## config.mk

```make
export PLATFORM = sky130hd
export DESIGN_NAME = sensor_word_moving_average
export DESIGN_NICKNAME = d
export VERILOG_FILES = /design/src/rtl/core/swma_pkg.sv /design/src/rtl/core/sensor_word_moving_average.sv
export SDC_FILE = /design/constraint.sdc
export NUM_CORES = 1
export LEC_CHECK = 0
export BUFFER_PORTS_ARGS = -buffer_cell sky130_fd_sc_hd__buf_2
export CAP_MARGIN = 20
export CORE_ASPECT_RATIO = 2
export CORE_MARGIN = 2
export CORE_UTILIZATION = 50
export CTS_CLUSTER_SIZE = 24
export DETAILED_ROUTE_END_ITERATION = 16
export PLACE_DENSITY_LB_ADDON = 0.15
export SLEW_MARGIN = 20
export SYNTH_ARGS = -nofsm -noshare
export SYNTH_HDL_FRONTEND = slang
export SYNTH_SLANG_ARGS = --single-unit
export TNS_END_PERCENT = 20
```

## constraint.sdc

```tcl
create_clock -name clk_i -period 5.9 [get_ports clk_i]
set_input_delay 0.295 -clock clk_i [delete_from_list [all_inputs] [get_ports clk_i]]
set_output_delay 0.295 -clock clk_i [all_outputs]
set_load 0.02 [all_outputs]
```

## src/rtl/core/swma_pkg.sv

```systemverilog
// Shared types and constants for the three-channel sensor moving average.
// No dependencies.
`timescale 1ns / 1ps

package swma_pkg;

  localparam int unsigned ChannelCount = 3;
  localparam int unsigned ChannelW     = 2;
  localparam int unsigned SampleW      = 24;

  localparam logic [ChannelW-1:0] ChPressure    = 2'd0;
  localparam logic [ChannelW-1:0] ChTemperature = 2'd1;
  localparam logic [ChannelW-1:0] ChAltitude    = 2'd2;
  localparam logic [ChannelW-1:0] ChUnused      = 2'd3;

  typedef struct packed {
    logic [ChannelW-1:0] channel;
    logic [SampleW-1:0]  raw_value;
  } swma_in_t;

  typedef struct packed {
    logic [ChannelW-1:0]        channel_out;
    logic signed [SampleW-1:0]  sample_value;
    logic signed [SampleW-1:0]  average_value;
  } swma_out_t;

endpackage

```

## src/rtl/core/sensor_word_moving_average.sv

```systemverilog
// Three-channel boxcar moving average over signed 24-bit sensor words.
// A result is registered in stage 1, then in the output register, after its input transfer.
// Throughput: one transfer per cycle unless the output stalls; the window RAM is read
// and written at the same slot in the accept cycle, the running sum as stage 1 advances.
// Reset (async, active low) clears control, running sums and the per-slot
// valid bits, so every window reads as zero; no clearing pass is needed.
`timescale 1ns / 1ps

module sensor_word_moving_average
  import swma_pkg::*;
#(
  parameter int unsigned WINDOW_LENGTH = 8  // power of two, 2..64
) (
  input  logic      clk_i,
  input  logic      rst_ni,
  input  logic      in_valid_i,
  output logic      in_ready_o,
  input  swma_in_t  in_data_i,
  output logic      out_valid_o,
  input  logic      out_ready_i,
  output swma_out_t out_data_o
);

  localparam int unsigned PtrW  = $clog2(WINDOW_LENGTH);
  localparam int unsigned Depth = ChannelCount * WINDOW_LENGTH;
  localparam int unsigned AddrW = $clog2(Depth);
  localparam int unsigned SumW  = SampleW + PtrW;

  // handshake
  logic in_acc, in_live, out_adv, s1_adv;

  // write pointers, one per channel
  logic [PtrW-1:0]  ptr_q [ChannelCount];
  logic [PtrW-1:0]  wr_ptr;
  logic [AddrW-1:0] wr_addr;

  // window RAM and slot valid bits
  logic [SampleW-1:0] mem_q [Depth];
  logic [Depth-1:0]   vld_q;

  // stage 1
  logic                      s1_valid_q;
  logic [ChannelW-1:0]       s1_ch_q;
  logic signed [SampleW-1:0] s1_sample_q;
  logic [SampleW-1:0]        old_q;
  logic                      old_vld_q;

  // running sums
  logic signed [SumW-1:0]    sum_q [ChannelCount];
  logic signed [SumW-1:0]    sum_d;
  logic signed [SampleW-1:0] old_sample;

  // output register
  logic      out_valid_q;
  swma_out_t out_q;

  assign out_adv    = !out_valid_q || out_ready_i;
  assign s1_adv     = s1_valid_q && out_adv;
  assign in_ready_o = !s1_valid_q || out_adv;
  assign in_acc     = in_valid_i && in_ready_o;
  assign in_live    = in_acc && (in_data_i.channel != ChUnused);

  assign wr_ptr  = (in_data_i.channel == ChUnused) ? '0 : ptr_q[in_data_i.channel];
  assign wr_addr = AddrW'({in_data_i.channel, wr_ptr});

  assign old_sample = old_vld_q ? signed'(old_q) : '0;
  assign sum_d      = sum_q[s1_ch_q] - SumW'(old_sample) + SumW'(s1_sample_q);

  // slot holds the oldest sample of the channel; read before overwrite
  always_ff @(posedge clk_i) begin
    if (in_live) begin
      old_q            <= mem_q[wr_addr];
      mem_q[wr_addr]   <= in_data_i.raw_value;
      s1_ch_q          <= in_data_i.channel;
      s1_sample_q      <= signed'(in_data_i.raw_value);
    end
  end

  always_ff @(posedge clk_i or negedge rst_ni) begin
    if (!rst_ni) begin
      vld_q      <= '0;
      old_vld_q  <= 1'b0;
      s1_valid_q <= 1'b0;
      for (int c = 0; c < ChannelCount; c++) begin
        ptr_q[c] <= '0;
      end
    end else begin
      if (in_acc) begin
        s1_valid_q <= in_live;
      end else if (s1_adv) begin
        s1_valid_q <= 1'b0;
      end
      if (in_live) begin
        old_vld_q                <= vld_q[wr_addr];
        vld_q[wr_addr]           <= 1'b1;
        ptr_q[in_data_i.channel] <= wr_ptr + PtrW'(1);
      end
    end
  end

  always_ff @(posedge clk_i or negedge rst_ni) begin
    if (!rst_ni) begin
      out_valid_q <= 1'b0;
      for (int c = 0; c < ChannelCount; c++) begin
        sum_q[c] <= '0;
      end
    end else begin
      if (out_adv) begin
        out_valid_q <= s1_valid_q;
      end
      if (s1_adv) begin
        sum_q[s1_ch_q] <= sum_d;
      end
    end
  end

  always_ff @(posedge clk_i) begin
    if (s1_adv) begin
      out_q.channel_out   <= s1_ch_q;
      out_q.sample_value  <= s1_sample_q;
      out_q.average_value <= signed'(sum_d[PtrW +: SampleW]);
    end
  end

  assign out_valid_o = out_valid_q;
  assign out_data_o  = out_q;

`ifndef SYNTHESIS
  a_unused_dropped: assert property (@(posedge clk_i) disable iff (!rst_ni)
    in_acc && (in_data_i.channel == ChUnused) |=> !s1_valid_q)
    else $error("unused channel entered the pipeline");

  a_live_enters: assert property (@(posedge clk_i) disable iff (!rst_ni)
    in_live |=> s1_valid_q && (s1_ch_q == $past(in_data_i.channel)))
    else $error("accepted item missing from stage 1");

  a_stage1_holds: assert property (@(posedge clk_i) disable iff (!rst_ni)
    s1_valid_q && !out_adv |=> s1_valid_q && $stable(old_q) && $stable(s1_sample_q))
    else $error("stalled stage 1 changed");

  a_out_drop: assert property (@(posedge clk_i) disable iff (!rst_ni)
    $fell(out_valid_q) |-> $past(out_ready_i))
    else $error("result dropped without transfer");
`endif

endmodule

```

==> run summary, run 1 <==
Root Buffer: clkbuf_16
Number of H-tree levels: 3
Die area: 0.0686 mm²
Clk_skew: 0.0191 ns
Power share of the combinational group: 35.3%
Cells after Synth: 2442
Vias per cell: 5.99
Initial Util: 50.5%
CTS tree: built
CP max FO: 18
Gr ovfl total: 0
Layout cells sized above 1: 15.1%
DR WL/cell: 26.9 µm
Synth Warn #: 0
Leakage power: 13.6 nW
Slew margin rel.: 26.3%
VDD IR max: 0.362 mV
Pre-CTS WS: 1.06 ns
I/O pin count: 82
Clock share of power: 25.2%
Area of the multi-input gates: 0.00930 mm²
Iteration-0 DRC Markers: 1490
Final Slew Violations: 0
#FFs+latches synth: 793
DIE HEIGHT: 368 µm
Vias in the first global route: 20800
1st-pass router iterations: 6
Crit end category: flip-flop
Largest family of logic cells by synthesized area: simple AND/OR/NAND/NOR gates
Die W: 186 µm
First-pass GRT wire length: 136000 µm
WP data arrival: 5.21 ns
Synth Net Count: 2530
Post-synth EDFFs: 676
Setup-failing EPs final: 0
Hold_buf cts: 1
Flop pwr share: 39.5%
Asr flop ratio synth: 14.8%
Synth-to-Final Area Change: 11.8%
Synth Area in Compound Gates: 5.32%
Post-CTS Setup Inserts: 0
Mapped cell area: 0.0332 mm²
Fill cell count: 5322
Synth area leaders: edfxtp_1 (61%), dfrtp_1 (8.8%), nand2_1 (5.6%)
DRC Markers: 0
Number of gates resized after CTS: 0
Final instance area: 0.0371 mm²
Critical path startpoint category: flip-flop
Placed Area: 0.0348 mm²
Hold path depth: 1
FMAX: 207 MHz
Most area-hungry cell type in the Yosys netlist: edfxtp_1
Synth Flop Type: edfxtp_1
Clock Latency Late Sink: 0.64 ns
Reg2Reg Setup Slack: 1.08 ns
DR vias: 20700
Synth unique cells: 71
Antenna viol nets, final: 0
Num rows: 133
Int Pwr: 11.5 mW
Xor/xnor share of the synthesized area: 0.502%
Post-synthesis sequential area ratio: 70.0%
HP Class: input port to flip-flop
Total GRT Usage: 27.8%
Post-Syn Area per Cell: 13.6 µm²
NetSw: 6.68 mW
Clock-pin slew on the worst setup and hold paths: 0.07 ns
Max Root-Sink Buffers: 3
Final period util: 81.8%
Clock Sinks: 793
Core area: 0.0657 mm²
Final worst slack: 1.08 ns
Hold Vio Cnt, Final: 0
Port bufs: 81
Fin crit period: 4.82 ns
Pwr Density: 490 mW/mm²
RSZ-0062 raised after global routing: false
Routed WL: 93000 µm
Crit Path Category: flip-flop to flip-flop
Outcome: finished, final reports clean
Multiplexer area fraction after synthesis: 5.53%
Sum Neg Setup Slack: 0 ns
Cts bufs inserted: 70
FF-to-FF path depth: 12
DP Wirelength: 58100 µm
Simple-Gate Fraction of Synth Area: 13.2%
Adder-Cell Fraction of Synth Area: 2.78%
Worst EP required: 6.29 ns
Initial antenna violation count: 10
Placer Congestion: 0.954
Net Sw Frac: 36.8%
Least-Margin Pin Slew: 1.09 ns
Yosys top cell area share: 61.2%
Final net count: 2612
Largest net degree at the start of global routing: 193
Reg area: 0.0232 mm²
Max-cap violations: 0
-- sequential cells by signal, indices dropped and copies added, names as in the netlist, 2 cells and up --
| name | cells |
|---|---|
| mem_q | 576 |
| sum_q | 81 |
| out_data_o | 50 |
| old_q | 24 |
| s1_sample_q | 24 |
| vld_q | 24 |
| ptr_q | 9 |
| s1_ch_q | 2 |
-- final timing paths --
kind                                             to                       from
max                        out_data_o[23]$_DFFE_PP_       s1_ch_q[0]$_DFFE_PP_
min                         mem_q[11][20]$_DFFE_PP_              in_data_i[20]
max reg2reg                out_data_o[23]$_DFFE_PP_       s1_ch_q[0]$_DFFE_PP_
min reg2reg                out_data_o[42]$_DFFE_PP_  s1_sample_q[18]$_DFFE_PP_
max in group asynchronous     sum_q[79]$_DFFE_PN0P_                     rst_ni
min in group asynchronous     sum_q[33]$_DFFE_PN0P_                     rst_ni
-- Yosys cell counts (3+ instances only) --
master and instances:
nand3_1 253, nor2_1 82, and3_1 4, buf_6 4
dfrtp_1 117, a211o_1 4, buf_2 16, or3_1 4
nand2b_1 8, a31oi_1 8, o2bb2ai_1 3, and4_1 3
o2111ai_1 4, mux2_2 29, clkbuf_1 80, a221oi_1 4
and2_1 34, nand2_1 498, mux2i_1 47, nor2b_1 4
o21a_1 7, o211ai_1 5, edfxtp_1 676, a211oi_1 8
a21oi_1 60, mux4_2 45, inv_1 89, ha_1 32
a31o_2 4, nand4_1 34, or2_2 26, a21boi_0 5
xnor2_1 16, and3b_1 3, o31ai_1 20, nor3b_1 3
xor2_1 3, buf_1 28, o21ai_0 35, nor3_1 15
a21o_1 12, fa_1 26, a32oi_1 49
-- per-layer routing --
metal | wire length (µm) | vias up | GRT usage, % | share of wire [%]
met2 | 49800 | 835 | 49.7 | 54
met4 | 4760 | 8 | 13.5 | 5.1
met3 | 5620 | 249 | 4.31 | 6.0
met5 | 57 | - | 0 | 0.061
met1 | 32700 | 10500 | 32.0 | 35
li1 | - | 9120 | - | -
-- power by group through the flow --
stage | clock, mW | sequential (mW) | combinational (mW)
floorplan | 0 | 7.30 | 4.32
finish | 4.57 | 7.18 | 6.42
global route | 4.85 | 7.24 | 7.03
CTS | 4.65 | 7.18 | 6.43
global placement | 0 | 7.28 | 6.30
detailed placement | 0 | 7.30 | 6.41
-- worst max-delay path, stage by stage (launching register included) --
cell,delay [ns]
edfxtp_1,0.66
nor2b_2,0.25
buf_4,0.31
a21oi_1,0.15
fa_1,0.52
inv_1,0.05
ha_1,0.54
nand4_1,0.20
or4_1,0.55
a21oi_1,0.58
o311ai_1,0.32
a21oi_1,0.23
and3b_1,0.21
-- logic make-up (layout without fill, tap and decap cells) --
group	Yosys count	after routing
AO/OA/AOI/OAI	250	250
XOR/XNOR	19	19
adder cells (fa/ha/maj)	58	58
buffers and inverters	221	358
flip-flops	793	793
multiplexers	122	122
other	0	3
AND/OR/NAND/NOR	979	979
-- final cells by class --
cell class,count,share of cell area [%]
tap,877,2.96
sequential,793,62.6
antenna,3,0.0202
clock inverter,46,1.21
inverter,91,0.944
clock buffer,81,4.83
timing repair buffer,140,2.37
multi-input combinational,1428,25.1
-- cell usage in the layout (no fill, tap or decap), types with 11 or more instances in the layout --
cell type  Yosys  layout
a21o_1        12      12
a21oi_1       60      60
a32oi_1       49      49
and2_1        34      33
buf_2         16      80
buf_4          2      57
clkbuf_1      80      11
clkbuf_16      0      70
clkinv_1       0      12
clkinv_2       0      15
dfrtp_1      117     117
edfxtp_1     676     676
fa_1          26      26
ha_1          32      32
inv_1         89      88
mux2_2        29      29
mux2i_1       47      47
mux4_2        45      45
nand2_1      498     498
nand3_1      253     252
nand4_1       34      34
nor2_1        82      58
nor2_4         0      24
nor3_1        15      13
o21ai_0       35      35
o31ai_1       20      20
or2_2         26      26
xnor2_1       16      16
-- per-stage QoR --
stage	cells	utilization [%]	hold slack, ns	total power [mW]
4_1_cts	3456	56.4	0.0637	18.3
3_3_place_gp	3328	53.0	0.436	13.6
6_report	3459	56.4	0.0952	18.2
3_5_place_dp	3328	53.0	0.451	13.7
2_1_floorplan	2442	-	-0.000591	11.6
5_1_grt	3457	56.4	0.0943	19.1
Note: power is estimated with default switching activity, not from simulation.
==> inputs of run 2 (changes only) <==
==> constraint.sdc (replaced) <==
create_clock -name clk_i -period 4.7 [get_ports clk_i]
set_input_delay 0.235 -clock clk_i [delete_from_list [all_inputs] [get_ports clk_i]]
set_output_delay 0.235 -clock clk_i [all_outputs]
set_load 0.02 [all_outputs]
==> run 2 against run 1 <==
Net effect:
- flip-flop and latch count stayed put
- clock power is 26% higher
- worst setup slack lost 0.82 ns
- global-route usage decreased by 0.33 points
- clock skew rose by 0.0017 ns
- count of clock-buffer cells in the layout rose by 8
- largest cell class unchanged
==> run summary, run 2 (synthesis gave the netlist of run 1 again) <==
Setup-failing EPs final: 0
Cts bufs inserted: 70
CP max FO: 8
Routed WL: 91400 µm
Largest net degree at the start of global routing: 102
I/O pin count: 82
Sum Neg Setup Slack: 0 ns
Worst EP required: 5.26 ns
VDD IR max: 0.345 mV
WP data arrival: 5.00 ns
Slew margin rel.: 29.4%
Total GRT Usage: 27.4%
Clock Latency Late Sink: 0.64 ns
Num rows: 133
Final net count: 2639
Max reg flops: 576
Layout cells sized above 1: 15.8%
Core area: 0.0657 mm²
Die area: 0.0686 mm²
DR WL/cell: 26.2 µm
1st-pass router iterations: 6
Most common cell after layout, fill and taps aside: edfxtp_1
Number of H-tree levels: 3
FF-to-FF path depth: 13
DIE HEIGHT: 368 µm
Placer Congestion: 0.935
Iteration-0 DRC Markers: 1701
Vias in the first global route: 20700
FMAX: 225 MHz
Reg2Reg Setup Slack: 0.26 ns
Largest reg by FF count: mem_q
Final Core Density: 57.0%
Final hold slack: 0.0533 ns
DR vias: 20600
Leakage power: 13.7 nW
Post-CTS Setup Inserts: 0
Pwr Density: 621 mW/mm²
Die W: 186 µm
Final Slew Violations: 0
RSZ-0062 raised after global routing: false
Max Root-Sink Buffers: 3
Port bufs: 81
Most frequent cells in the layout: edfxtp_1 (676), nand2_1 (498), nand3_1 (253)
Least-Margin Pin Slew: 1.06 ns
Root Buffer: clkbuf_16
Final period util: 94.5%
Synth-to-Final Area Change: 12.9%
Gr ovfl total: 0
Max-cap violations: 0
Initial Util: 50.5%
DRC Markers: 0
DP Wirelength: 57700 µm
Crit Path Category: flip-flop to flip-flop
First-pass GRT wire length: 135000 µm
Antenna viol nets, final: 0
Fin crit period: 4.44 ns
Initial antenna violation count: 11
CTS tree: built
HP Class: input port to flip-flop
Hold path depth: 1
Clk_skew: 0.0208 ns
Clock Sinks: 793
Clock-pin slew on the worst setup and hold paths: 0.07 ns
Crit end category: flip-flop
Fill cell count: 5235
Outcome: finished, final reports clean
Critical path startpoint category: flip-flop
Hold Vio Cnt, Final: 0
Vias per cell: 5.93
-- run 2: where the power goes --
part	leakage [nW]	switching [mW]	internal, mW
clock network	1.09	2.55	3.18
registers	7.58	0.403	8.61
logic	5.04	5.52	2.97
-- run 2: what timing repair did --
action | 4_1_cts | 5_1_grt
resized for setup | 1 | 1
endpoints found under the setup margin | 2 | 3
pin swaps | 0 | 0
endpoints found under the hold margin | 47 | 0
hold buffers | 2 | 0
-- run 2: metrics by stage --
step	cells	cell area, µm²	power (mW)	worst slack (ns)
5_1_grt	3480	37400	24.4	0.0293
3_3_place_gp	3353	35100	17.5	0.115
2_1_floorplan	2442	33200	14.6	0.237
3_5_place_dp	3354	35200	17.6	0.0468
4_1_cts	3479	37400	23.3	0.154
6_report	3481	37400	23.2	0.260
-- run 2: worst paths after layout --
check / from / end
setup / recovery: s1_ch_q[1]$_DFFE_PP_ / sum_q[19]$_DFFE_PN0P_
hold / removal: in_data_i[11] / mem_q[14][11]$_DFFE_PP_
setup reg to reg: s1_ch_q[1]$_DFFE_PP_ / sum_q[19]$_DFFE_PN0P_
hold reg to reg: vld_q[7]$_DFFE_PN0P_ / vld_q[7]$_DFFE_PN0P_
max in group asynchronous: rst_ni / vld_q[4]$_DFFE_PN0P_
min in group asynchronous: rst_ni / sum_q[55]$_DFFE_PN0P_
-- run 2: area by class of cell --
| class | count | area, µm² | area share, % |
|---|---|---|---|
| clock inverter | 34 | 315 | 0.842 |
| tap | 877 | 1100 | 2.93 |
| multi-input combinational | 1428 | 9300 | 24.8 |
| antenna | 2 | 5.00 | 0.0134 |
| inverter | 91 | 352 | 0.939 |
| timing repair buffer | 167 | 1220 | 3.26 |
| clock buffer | 89 | 1930 | 5.15 |
| sequential | 793 | 23200 | 62.0 |
-- run 2: routing by layer --
| layer | share of wire (%) | global-route usage, % | up-vias |
|---|---|---|---|
| met1 | 36 | 31.9 | 10500 |
| met4 | 5.2 | 13.0 | 2 |
| li1 | - | - | 9153 |
| met3 | 5.3 | 3.85 | 241 |
| met5 | 0.014 | 0 | - |
| met2 | 54 | 49.3 | 777 |
-- run 2: worst max-delay path, stage by stage (launching register included) --
cell and delay (ns):
edfxtp_1 0.69, buf_4 0.23, mux2i_1 0.20, nor2_1 0.06, a21oi_1 0.31, fa_1 0.48
inv_1 0.07, ha_1 0.26, o21ai_0 0.30, a2111oi_2 0.62, a21bo_2 0.28, a211oi_1 0.47
buf_4 0.23, mux2_2 0.14
